**config.mk**
```make
export PLATFORM = sky130hd
export DESIGN_NAME = json_string_unescape_utf8
export DESIGN_NICKNAME = d
export VERILOG_FILES = /design/src/hdl/jsu_pkg.sv /design/src/hdl/jsu_decode.sv /design/src/hdl/jsu_outq.sv /design/src/hdl/json_string_unescape_utf8.sv
export SDC_FILE = /design/constraint.sdc
export NUM_CORES = 1
export LEC_CHECK = 0
export ABC_AREA = 1
export BUFFER_PORTS_ARGS = -buffer_cell sky130_fd_sc_hd__buf_2
export CELL_PAD_IN_SITES_DETAIL_PLACEMENT = 1
export CELL_PAD_IN_SITES_GLOBAL_PLACEMENT = 1
export CORE_MARGIN = 10
export CORE_UTILIZATION = 41
export CTS_BUF_LIST = sky130_fd_sc_hd__clkbuf_16
export DETAILED_ROUTE_END_ITERATION = 8
export PLACE_DENSITY = 0.88
export SETUP_SLACK_MARGIN = 0.15
export SYNTH_ARGS = -nofsm -noshare
export SYNTH_HDL_FRONTEND = slang
export SYNTH_SLANG_ARGS = --single-unit
export TNS_END_PERCENT = 50
```
**constraint.sdc**
```tcl
create_clock -name aclk -period 8.47 [get_ports aclk]
set_input_delay 0.847 -clock aclk [delete_from_list [all_inputs] [get_ports aclk]]
set_output_delay 0.847 -clock aclk [all_outputs]
set_load 0.02 [all_outputs]
```
**src/hdl/jsu_pkg.sv**
```systemverilog
// Shared types and constants for the JSON string unescaper.
package jsu_pkg;

    // Most result bytes one input byte can cause
    localparam int MAX_RES = 8;
    localparam int RES_CNT_W = 4;

    // Decoder modes
    localparam logic [2:0] MODE_PLAIN   = 3'd0;
    localparam logic [2:0] MODE_ESC     = 3'd1;
    localparam logic [2:0] MODE_HEX1    = 3'd2;
    localparam logic [2:0] MODE_HI_WAIT = 3'd3;
    localparam logic [2:0] MODE_HI_ESC  = 3'd4;
    localparam logic [2:0] MODE_HEX2    = 3'd5;

    // Characters of the string syntax
    localparam logic [7:0] CH_QUOTE  = 8'h22;
    localparam logic [7:0] CH_BSLASH = 8'h5C;
    localparam logic [7:0] CH_U      = 8'h75;
    localparam logic [7:0] CH_B      = 8'h62;
    localparam logic [7:0] CH_F      = 8'h66;
    localparam logic [7:0] CH_N      = 8'h6E;
    localparam logic [7:0] CH_R      = 8'h72;
    localparam logic [7:0] CH_T      = 8'h74;

    // Control characters the simple escapes stand for
    localparam logic [7:0] CTL_BS  = 8'h08;
    localparam logic [7:0] CTL_FF  = 8'h0C;
    localparam logic [7:0] CTL_LF  = 8'h0A;
    localparam logic [7:0] CTL_CR  = 8'h0D;
    localparam logic [7:0] CTL_TAB = 8'h09;

    // Surrogate ranges
    localparam logic [15:0] HI_SURR_MIN  = 16'hD800;
    localparam logic [15:0] HI_SURR_MAX  = 16'hDBFF;
    localparam logic [15:0] LO_SURR_MIN  = 16'hDC00;
    localparam logic [15:0] LO_SURR_MAX  = 16'hDFFF;
    localparam logic [5:0]  HI_SURR_TAG  = 6'b110110;
    localparam logic [20:0] SUPPL_BASE   = 21'h10000;

    // One result item
    typedef struct packed {
        logic [7:0] data;
        logic       valid;
        logic       last;
    } res_t;

    // All results of one input byte, first at index 0
    typedef struct packed {
        res_t [MAX_RES-1:0]   item;
        logic [RES_CNT_W-1:0] n;
    } dec_out_t;

endpackage

```
**src/hdl/jsu_decode.sv**
```systemverilog
// Escape decoder: state registers and the per-byte result list.
module jsu_decode (
    input  logic              aclk,
    input  logic              aresetn,
    input  logic              take,
    input  logic [7:0]        in_byte,
    input  logic              end_of_input,
    output jsu_pkg::dec_out_t res
);
    import jsu_pkg::*;

    typedef struct packed {
        logic [2:0]      len;
        logic [3:0][7:0] b;
    } enc_t;

    // UTF-8 encode of one code point, first byte at index 0
    function automatic enc_t utf8_enc(input logic [20:0] cp);
        enc_t e;
        e = '0;
        if (cp <= 21'h7F) begin
            e.len  = 3'd1;
            e.b[0] = {1'b0, cp[6:0]};
        end else if (cp <= 21'h7FF) begin
            e.len  = 3'd2;
            e.b[0] = 8'hC0 | {3'b0, cp[10:6]};
            e.b[1] = 8'h80 | {2'b0, cp[5:0]};
        end else if (cp <= 21'hFFFF) begin
            e.len  = 3'd3;
            e.b[0] = 8'hE0 | {4'b0, cp[15:12]};
            e.b[1] = 8'h80 | {2'b0, cp[11:6]};
            e.b[2] = 8'h80 | {2'b0, cp[5:0]};
        end else begin
            e.len  = 3'd4;
            e.b[0] = 8'hF0 | {5'b0, cp[20:18]};
            e.b[1] = 8'h80 | {2'b0, cp[17:12]};
            e.b[2] = 8'h80 | {2'b0, cp[11:6]};
            e.b[3] = 8'h80 | {2'b0, cp[5:0]};
        end
        return e;
    endfunction

    // State: at most three hex digits are ever held between bytes
    logic [2:0]  mode_reg, mode_next;
    logic [1:0]  cnt_reg, cnt_next;
    logic [11:0] acc_reg, acc_next;
    logic [9:0]  held_reg, held_next;
    logic [2:0]  case_reg, case_next;
    logic        done_reg, done_next;

    logic        is_hex, hex_lower;
    logic [3:0]  hex_v;
    logic [15:0] acc_ext;
    logic [2:0]  case_set;
    logic        low_ok, high_ok;

    logic        do_hex1, do_esc, do_plain;
    logic        emit_hi, cp_en, byte_en, fin_en;
    logic [20:0] cp_val;
    logic [7:0]  byte_val;
    logic [1:0]  flush_n;
    logic [11:0] flush_val;
    logic [2:0]  flush_case;

    enc_t        hi_enc, cp_enc;
    logic [RES_CNT_W-1:0] idx;
    logic [1:0]  pos;
    logic [3:0]  dig;

    // Classify the byte as a hex digit
    always_comb begin
        is_hex    = 1'b1;
        hex_lower = 1'b0;
        hex_v     = 4'd0;
        if (in_byte >= 8'h30 && in_byte <= 8'h39) begin
            hex_v = in_byte[3:0];
        end else if (in_byte >= 8'h61 && in_byte <= 8'h66) begin
            hex_lower = 1'b1;
            hex_v     = 4'(in_byte - 8'h57);
        end else if (in_byte >= 8'h41 && in_byte <= 8'h46) begin
            hex_v = 4'(in_byte - 8'h37);
        end else begin
            is_hex = 1'b0;
        end
    end

    assign acc_ext  = {acc_reg, hex_v};
    assign case_set = (case_reg & ~(3'b001 << cnt_reg)) | ({2'b00, hex_lower} << cnt_reg);
    assign low_ok   = (acc_ext >= LO_SURR_MIN) && (acc_ext <= LO_SURR_MAX);
    assign high_ok  = (acc_ext >= HI_SURR_MIN) && (acc_ext <= HI_SURR_MAX);

    // Next state and which result groups this byte causes
    always_comb begin
        mode_next  = mode_reg;
        cnt_next   = cnt_reg;
        acc_next   = acc_reg;
        held_next  = held_reg;
        case_next  = case_reg;
        done_next  = done_reg;
        do_hex1    = 1'b0;
        do_esc     = 1'b0;
        do_plain   = 1'b0;
        emit_hi    = 1'b0;
        cp_en      = 1'b0;
        cp_val     = '0;
        byte_en    = 1'b0;
        byte_val   = in_byte;
        fin_en     = 1'b0;
        flush_n    = 2'd0;
        flush_val  = acc_reg;
        flush_case = case_reg;
        if (!done_reg) begin
            case (mode_reg)
                MODE_HEX2: begin
                    if (is_hex && cnt_reg == 2'd3 && low_ok) begin
                        cp_en     = 1'b1;
                        cp_val    = SUPPL_BASE + {1'b0, held_reg, acc_ext[9:0]};
                        mode_next = MODE_PLAIN;
                        cnt_next  = 2'd0;
                        fin_en    = end_of_input;
                    end else if (is_hex && cnt_reg != 2'd3 && !end_of_input) begin
                        acc_next  = acc_ext[11:0];
                        case_next = case_set;
                        cnt_next  = cnt_reg + 2'd1;
                    end else begin
                        // not a low surrogate: release the high one, reparse
                        emit_hi = 1'b1;
                        do_hex1 = 1'b1;
                    end
                end
                MODE_HEX1: do_hex1 = 1'b1;
                MODE_HI_WAIT: begin
                    if (in_byte == CH_BSLASH && !end_of_input) begin
                        mode_next = MODE_HI_ESC;
                    end else begin
                        emit_hi  = 1'b1;
                        do_plain = 1'b1;
                    end
                end
                MODE_HI_ESC: begin
                    if (in_byte == CH_U && !end_of_input) begin
                        mode_next = MODE_HEX2;
                        cnt_next  = 2'd0;
                        acc_next  = '0;
                        case_next = '0;
                    end else begin
                        emit_hi = 1'b1;
                        do_esc  = 1'b1;
                    end
                end
                MODE_ESC: do_esc = 1'b1;
                default: do_plain = 1'b1;
            endcase

            // Gather a hex digit of a \u escape
            if (do_hex1) begin
                if (!is_hex) begin
                    flush_n  = cnt_reg;
                    do_plain = 1'b1;
                end else if (cnt_reg != 2'd3) begin
                    acc_next  = acc_ext[11:0];
                    case_next = case_set;
                    cnt_next  = cnt_reg + 2'd1;
                    mode_next = MODE_HEX1;
                    if (end_of_input) begin
                        flush_n    = cnt_reg + 2'd1;
                        flush_val  = acc_ext[11:0];
                        flush_case = case_set;
                        fin_en     = 1'b1;
                    end
                end else begin
                    cnt_next  = 2'd0;
                    mode_next = MODE_PLAIN;
                    if (high_ok && !end_of_input) begin
                        held_next = acc_ext[9:0];
                        mode_next = MODE_HI_WAIT;
                    end else begin
                        cp_en  = 1'b1;
                        cp_val = {5'b0, acc_ext};
                        fin_en = end_of_input;
                    end
                end
            end

            // Byte after a backslash
            if (do_esc) begin
                mode_next = MODE_PLAIN;
                if (in_byte == CH_U) begin
                    if (end_of_input) begin
                        fin_en = 1'b1;
                    end else begin
                        mode_next = MODE_HEX1;
                        cnt_next  = 2'd0;
                        acc_next  = '0;
                        case_next = '0;
                    end
                end else begin
                    byte_en = 1'b1;
                    case (in_byte)
                        CH_B:    byte_val = CTL_BS;
                        CH_F:    byte_val = CTL_FF;
                        CH_N:    byte_val = CTL_LF;
                        CH_R:    byte_val = CTL_CR;
                        CH_T:    byte_val = CTL_TAB;
                        default: byte_val = in_byte;
                    endcase
                    fin_en = end_of_input;
                end
            end

            // Plain text byte
            if (do_plain) begin
                mode_next = MODE_PLAIN;
                if (in_byte == CH_QUOTE) begin
                    fin_en = 1'b1;
                end else if (in_byte == CH_BSLASH) begin
                    if (end_of_input) begin
                        fin_en = 1'b1;
                    end else begin
                        mode_next = MODE_ESC;
                    end
                end else begin
                    byte_en = 1'b1;
                    fin_en  = end_of_input;
                end
            end

            if (fin_en) begin
                done_next = 1'b1;
                mode_next = MODE_PLAIN;
            end
        end
    end

    assign hi_enc = utf8_enc({5'b0, HI_SURR_TAG, held_reg});
    assign cp_enc = utf8_enc(cp_val);

    // Lay out the result list: surrogate, echoed digits, code point, byte, end
    always_comb begin
        res.item = '0;
        idx      = '0;
        pos      = '0;
        dig      = '0;
        if (emit_hi) begin
            for (int i = 0; i < 3; i++) begin
                res.item[idx[2:0]] = '{data: hi_enc.b[i], valid: 1'b1, last: 1'b0};
                idx = idx + RES_CNT_W'(1);
            end
        end
        for (int i = 0; i < 3; i++) begin
            if (2'(i) < flush_n) begin
                pos = flush_n - 2'd1 - 2'(i);
                dig = flush_val[{pos, 2'b00} +: 4];
                if (dig < 4'd10) begin
                    res.item[idx[2:0]].data = 8'h30 + {4'b0, dig};
                end else if (flush_case[i]) begin
                    res.item[idx[2:0]].data = 8'h57 + {4'b0, dig};
                end else begin
                    res.item[idx[2:0]].data = 8'h37 + {4'b0, dig};
                end
                res.item[idx[2:0]].valid = 1'b1;
                res.item[idx[2:0]].last  = 1'b0;
                idx = idx + RES_CNT_W'(1);
            end
        end
        if (cp_en) begin
            for (int i = 0; i < 4; i++) begin
                if (3'(i) < cp_enc.len) begin
                    res.item[idx[2:0]] = '{data: cp_enc.b[i], valid: 1'b1, last: 1'b0};
                    idx = idx + RES_CNT_W'(1);
                end
            end
        end
        if (byte_en) begin
            res.item[idx[2:0]] = '{data: byte_val, valid: 1'b1, last: 1'b0};
            idx = idx + RES_CNT_W'(1);
        end
        if (fin_en) begin
            res.item[idx[2:0]] = '{data: 8'h00, valid: 1'b0, last: 1'b1};
            idx = idx + RES_CNT_W'(1);
        end
        res.n = idx;
    end

    // Advance state on each input transfer
    always_ff @(posedge aclk) begin
        if (!aresetn) begin
            mode_reg <= MODE_PLAIN;
            cnt_reg  <= '0;
            acc_reg  <= '0;
            held_reg <= '0;
            case_reg <= '0;
            done_reg <= 1'b0;
        end else if (take) begin
            mode_reg <= mode_next;
            cnt_reg  <= cnt_next;
            acc_reg  <= acc_next;
            held_reg <= held_next;
            case_reg <= case_next;
            done_reg <= done_next;
        end
    end

endmodule

```
**src/hdl/jsu_outq.sv**
```systemverilog
// Result register: holds one byte's result list and hands it out in order.
module jsu_outq (
    input  logic              aclk,
    input  logic              aresetn,
    input  logic              load,
    input  jsu_pkg::dec_out_t res,
    input  logic              m_ready,
    output logic              can_load,
    output logic              m_valid,
    output logic [7:0]        m_out_byte,
    output logic              m_byte_valid,
    output logic              m_last
);
    import jsu_pkg::*;

    res_t [MAX_RES-1:0]   q_reg, q_next;
    logic [RES_CNT_W-1:0] cnt_reg, cnt_next;
    logic                 pop;

    assign m_valid      = (cnt_reg != '0);
    assign pop          = m_valid && m_ready;
    assign can_load     = (cnt_reg == '0) || (cnt_reg == RES_CNT_W'(1) && m_ready);
    assign m_out_byte   = q_reg[0].data;
    assign m_byte_valid = q_reg[0].valid;
    assign m_last       = q_reg[0].last;

    // Load a new list, or shift one entry out per transfer
    always_comb begin
        q_next   = q_reg;
        cnt_next = cnt_reg;
        if (load) begin
            q_next   = res.item;
            cnt_next = res.n;
        end else if (pop) begin
            for (int i = 0; i < MAX_RES - 1; i++) begin
                q_next[i] = q_reg[i+1];
            end
            cnt_next = cnt_reg - RES_CNT_W'(1);
        end
    end

    always_ff @(posedge aclk) begin
        if (!aresetn) begin
            cnt_reg <= '0;
        end else begin
            cnt_reg <= cnt_next;
        end
    end

    always_ff @(posedge aclk) begin
        q_reg <= q_next;
    end

endmodule

```
**src/hdl/json_string_unescape_utf8.sv**
```systemverilog
// Top level of the JSON string unescaper with UTF-8 output.
//
//  channel  direction  payload                               handshake
//  s_       in         s_in_byte, s_end_of_input             s_valid / s_ready
//  m_       out        m_out_byte, m_byte_valid, m_last      m_valid / m_ready
//
// Each input byte is decoded in the cycle it transfers; its 0 to 8 result
// bytes are loaded into the result register. While m_ready is high they
// leave one per cycle, and a byte with at most one result is taken every
// cycle; after one with more results, the next input transfers in the cycle
// its last result does. Reset clears the decoder state and empties the
// result register. After the end marker, input bytes are taken and dropped.
module json_string_unescape_utf8 (
    input  logic       aclk,
    input  logic       aresetn,
    input  logic       s_valid,
    output logic       s_ready,
    input  logic [7:0] s_in_byte,
    input  logic       s_end_of_input,
    output logic       m_valid,
    input  logic       m_ready,
    output logic [7:0] m_out_byte,
    output logic       m_byte_valid,
    output logic       m_last
);
    import jsu_pkg::*;

    dec_out_t dec_res;
    logic     can_load;
    logic     take;

    assign s_ready = can_load;
    assign take    = s_valid && can_load;

    jsu_decode u_decode (
        .aclk         (aclk),
        .aresetn      (aresetn),
        .take         (take),
        .in_byte      (s_in_byte),
        .end_of_input (s_end_of_input),
        .res          (dec_res)
    );

    jsu_outq u_outq (
        .aclk         (aclk),
        .aresetn      (aresetn),
        .load         (take),
        .res          (dec_res),
        .m_ready      (m_ready),
        .can_load     (can_load),
        .m_valid      (m_valid),
        .m_out_byte   (m_out_byte),
        .m_byte_valid (m_byte_valid),
        .m_last       (m_last)
    );

endmodule

```
# After elaboration in Yosys (flattened, before gate mapping)
# Cells that the tools add are included.
[op_classes]
n_addsub = 26
order_cmp = 41
eq_ne = 16
n_shift = 5
n_mux = 225
bitwise = 8
reduce_logical = 32
[op_table]
columns = ["cell", "count"]
rows = [
  ["80-bit two-way mux", 22],
  ["80-bit bitwise mux", 20],
  ["10-bit demux with 3-bit select", 15],
  ["12-bit two-way mux", 14],
  ["21-bit two-way mux", 7],
  ["70-bit two-way mux", 2],
  ["10-bit two-way mux", 9],
  ["3-bit two-way mux", 29],
  ["72-bit bitwise AND", 1],
  ["4-bit two-way mux", 18],
  ["72-bit inverter", 1],
  ["8-bit by 7-bit == test with 1-bit output (second input constant)", 7],
  ["1-bit two-way mux", 50],
  ["6-bit by 4-bit adder with 7-bit output (first input constant)", 6],
  ["2-bit two-way mux", 20],
  ["8-bit two-way mux", 5],
  ["8-bit case mux with 5 select lines", 1],
  ["12-bit by 5-bit indexed part select with 4-bit output", 3],
  ["4-bit by 1-bit adder with 4-bit output (second input constant)", 8],
  ["16-bit greater-or-equal comparator (second input constant)", 2],
  ["16-bit <= comparator (second input constant)", 2],
  ["3-bit by 4-bit less-than comparator with 1-bit output (second input constant)", 8],
  ["16-bit two-way mux", 2],
  ["30-bit two-way mux", 1],
  ["other kinds (54)", 100],
]
[totals]
ff_bits = 115
inputBits = 13
elab_cells = 384

# Longest topological paths before layout
[logic_depth]
word_depth = 54
ltp_mapped = 50

# Hierarchy
# A second synthesis with hierarchy kept.
[hier_totals]
cells_unflattened = 2783
hier_area_um2 = 15238.4
[modules_own_cells]
columns = ["mod", "instances", "cells_each", "area_per_inst_um2", "seq_area_each_um2"]
rows = [
  ["jsu_decode", 1, 2428, 11634.9, 620.6],
  ["jsu_outq", 1, 353, 3595.9, 2482.4],
  ["json_string_unescape_utf8", 1, 2, 7.5, 0.0],
]

# Least setup slack after synthesis
# No wires, ideal clock.
[synth_timing]
kind = "in2reg"
start = "input s_in_byte[0]"
end = "register u_outq.q_reg[21] (netlist name), data pin"
setup_time_ns = 0.256
arrival_time_ns = 8.055
slack_ns = 0.159
stages = 48
path_buffers = 7
path_cell_list = "inv_1 > ha_1 > inv_1 > nor2_1 > nand2_1 > nand2_1 > nand2_1 > nand2_2 > nand3_4 > nand3_4 > nand3_4 > nand2_4 > buf_6 > buf_6 > nand2_2 > nor2_2 > buf_2 > ha_1 > (+12 left out) > nor2_2 > ha_1 > or2_2 > a21boi_2 > ha_1 > a21oi_1 > a21oi_4 > ha_1 > nand2_1 > nand3b_1 > and2_1 > buf_6 > nor2_4 > nand2_1 > o21ai_2 > inv_2 > o21ai_1 > nand2_1"
[synth_rtl]
columns = ["item", "line", "rtl"]
rows = [
  ["start, declared", "json_string_unescape_utf8.sv:18", "input logic [7:0] s_in_byte,"],
  ["end signal, assigned", "jsu_outq.sv:51", "q_reg <= q_next;"],
  ["end, declared", "jsu_outq.sv:16", "res_t [MAX_RES-1:0] q_reg, q_next;"],
]

==> summary.txt <==
Detailed routing
  • DRT Pass-1 Iters: 6
  • Starting DRT DRC Count: 2,522
  • Via count: 19,900
  • DRC viols: 0
  • Post-route ant nets: 0
  • Final wirelength: 86,800 um
  • Wirelength per Cell: 28.0 um
  • Vias/cell: 6.39

Logic synthesis
  • Yosys top cell area share: 24.0%
  • Post-synth cell types: 62
  • Most common cell in the netlist: nand2_1
  • #FFs+latches synth: 115
  • Yosys top cell by area: nand2_1
  • Syn nets: 2,673
  • Post-synth top cells: nand2_1 (945), inv_1 (299), nand3_1 (242)
  • Post-synth EDFFs: 80
  • Post-synth ARST share: 0%
  • Cell Area, Synth: 14,800 um^2
  • Synthesis Warnings: 0
  • Post-synthesis cell count: 2,621
  • Register area share after synthesis: 21.0%
  • Synth top area cells: nand2_1 (24%), edfxtp_1 (16%), nand3_1 (8.2%)
  • Syn Area/Cell: 5.63 um^2
  • Ys flop type: edfxtp_1

Placed design
  • Placed inst area: 15,400 um^2
  • Buffers on Ports: 24
  • Dpl hpwl: 69,400 um
  • Pre-CTS setup slack: -0.0327 ns
  • Placer Congestion: 1.11

Floorplan
  • Core Box Area: 35,600 um^2
  • Die H: 210 um
  • Initial Utilization: 41.5%
  • Die area: 44,000 um^2
  • I/O pins: 25
  • Std cell rows: 69
  • Die Wd: 210 um

Clock network
  • H-tree Lvls: 4
  • CTS tree: built
  • Clk sink count: 115
  • Root Buffer Master: clkbuf_16
  • Clk slew on worst S/H paths: 0.06 ns
  • Post-CTS Hold Buffers: 0
  • Total CTS buffers: 17
  • Bufs on Longest Clock Path: 2
  • Worst-skew pair later-pin latency: 0.46 ns

Global route
  • Largest net degree at the start of global routing: 72
  • GRT Total Usage: 38.3%
  • First-pass GRT wire length: 127,000 um
  • Initial antenna violation count: 2
  • GRT Residual Overflow: 0
  • Number of global-route vias before repair: 19,700

Timing
  • Final Hold Vio Count: 0
  • Max frequency: 128 MHz
  • Slew HR: 19.5%
  • Final setup vio count: 0
  • Pins over their slew limit: 0
  • Final Skew: 0.0129 ns
  • RSZ-0062 raised after global routing: false
  • Tightest Pin Transition: 1.20 ns
  • Fin crit period: 7.81 ns
  • Part of the cycle the worst path needs: 92.1%
  • Final WS setup: 0.665 ns

Setup path
  • Maximum fanout along the worst path: 13
  • Worst Setup EP: u_outq.m_out_byte[3]
  • CP Class: in2reg
  • CP max stage delay: 0.54 ns
  • Crit path launch type: input pin
  • Reg2Reg Depth: 35
  • Worst setup path start: s_in_byte[7]
  • R2R Setup Slk: 0.79 ns
  • CP max stage cell: fa_1
  • Worst r2r dst: u_outq.m_out_byte[3]
  • Worst flop-to-flop path startpoint: u_decode.cnt_reg[1]
  • CP Data Required Time: 8.68 ns
  • Worst EP arrival: 8.01 ns
  • Critical Path Sink Type: flip-flop

Power
  • VDD IR max: 0.283 mV
  • Power Total: 0.00259 W
  • Leakage: 7.84 nW
  • Pwr Density: 161 nW/um^2

Final layout
  • Register area: 3100 um^2
  • Fillers: 5,127
  • Max FFs per register: 70
  • # diodes: 0
  • Layout Utilization: 45.1%
  • Final #Nets: 2,685
  • Synth-to-layout area growth: 8.63%
  • Multi-input gate area: 9950 um^2
  • Layout cells sized above 1: 8.28%
  • Post-route design area: 16,000 um^2

Min path
  • Hold Path Class: reg2reg

Status
  • Status: complete, no violations

Run
  • Max_cap viols: 0
[cell usage in the layout, fill, tap and decap left out, drive strengths merged, types with 47 or more instances in the layout]
cell / instances
nand2: 964
edfxtp: 80
buf: 76
nand4: 47
nand3: 249
a21oi: 90
o21ai: 236
nor2: 244
inv: 347
[through the flow]
step	hold WS [ns]	instances	setup TNS (ns)
6_report	0.481	3107	0
3_3_place_gp	0.451	3067	0
2_1_floorplan	0.445	2621	0
5_1_grt	0.494	3107	0
3_5_place_dp	0.471	3067	-0.0596
4_1_cts	0.483	3099	0
[layout make-up]
| cell class | count | share of cell area [%] |
|---|---|---|
| Tap cell | 461 | 3.60 |
| Clock inverter | 15 | 1.01 |
| Timing Repair Buffer | 76 | 3.18 |
| Sequential cell | 115 | 19.3 |
| Multi-Input combinational cell | 2075 | 62.0 |
| Clock buffer | 17 | 2.65 |
| Inverter | 348 | 8.17 |
[worst max-delay path: cells and delay by family]
family                     cells  cell delay, ns
AOI/OAI and AO/OA              4            0.76
buffers and inverters          6            0.92
and+or+nand+nor               24            3.30
adders and majority gates      7            2.15
[layer usage]
layer	global-route usage, %	wire, um	up-vias
met5	0	7	-
met4	26.5	6580	2
met3	7.90	9610	321
met2	58.8	37400	1339
met1	47.2	33200	9510
li1	-	-	8684
[report_power, final]
group / total [W] / switching [W] / internal (W) / leakage (nW)
registers: 0.00101 / 0.0000779 / 0.000931 / 1.09
logic: 0.000826 / 0.000629 / 0.000198 / 6.46
clock network: 0.000754 / 0.000336 / 0.000418 / 0.285
[cells by family (layout without fill, tap and decap cells)]
kind of cell / after synthesis / count (layout) / synth area share (%)
flops: 115 / 115 / 21.0
fa+ha+maj: 39 / 39 / 3.36
xor+xnor: 4 / 4 / 0.237
simple gates: 1549 / 1549 / 44.5
buf+inv: 431 / 456 / 11.6
compound gates: 483 / 483 / 19.3
[what timing repair did]
item                       in CTS  in global routing
gates resized for setup         0                  2
setup endpoints to repair       0                 77
buffers inserted                0                  8
[worst min path at each step]
stage | from | end | slack, ns | depth (start not counted)
detailed placement | u_decode.case_reg[0] | u_decode.case_reg[0] | 0.47 | 2
global placement | u_decode.case_reg[0] | u_decode.case_reg[0] | 0.45 | 2
finish | u_decode.case_reg[0] | u_decode.case_reg[0] | 0.48 | 2
global route | u_decode.case_reg[0] | u_decode.case_reg[0] | 0.49 | 2
CTS | u_decode.case_reg[0] | u_decode.case_reg[0] | 0.48 | 2
floorplan | u_decode.case_reg[0] | u_decode.case_reg[0] | 0.45 | 2
Power figures use the tool's default switching activity.
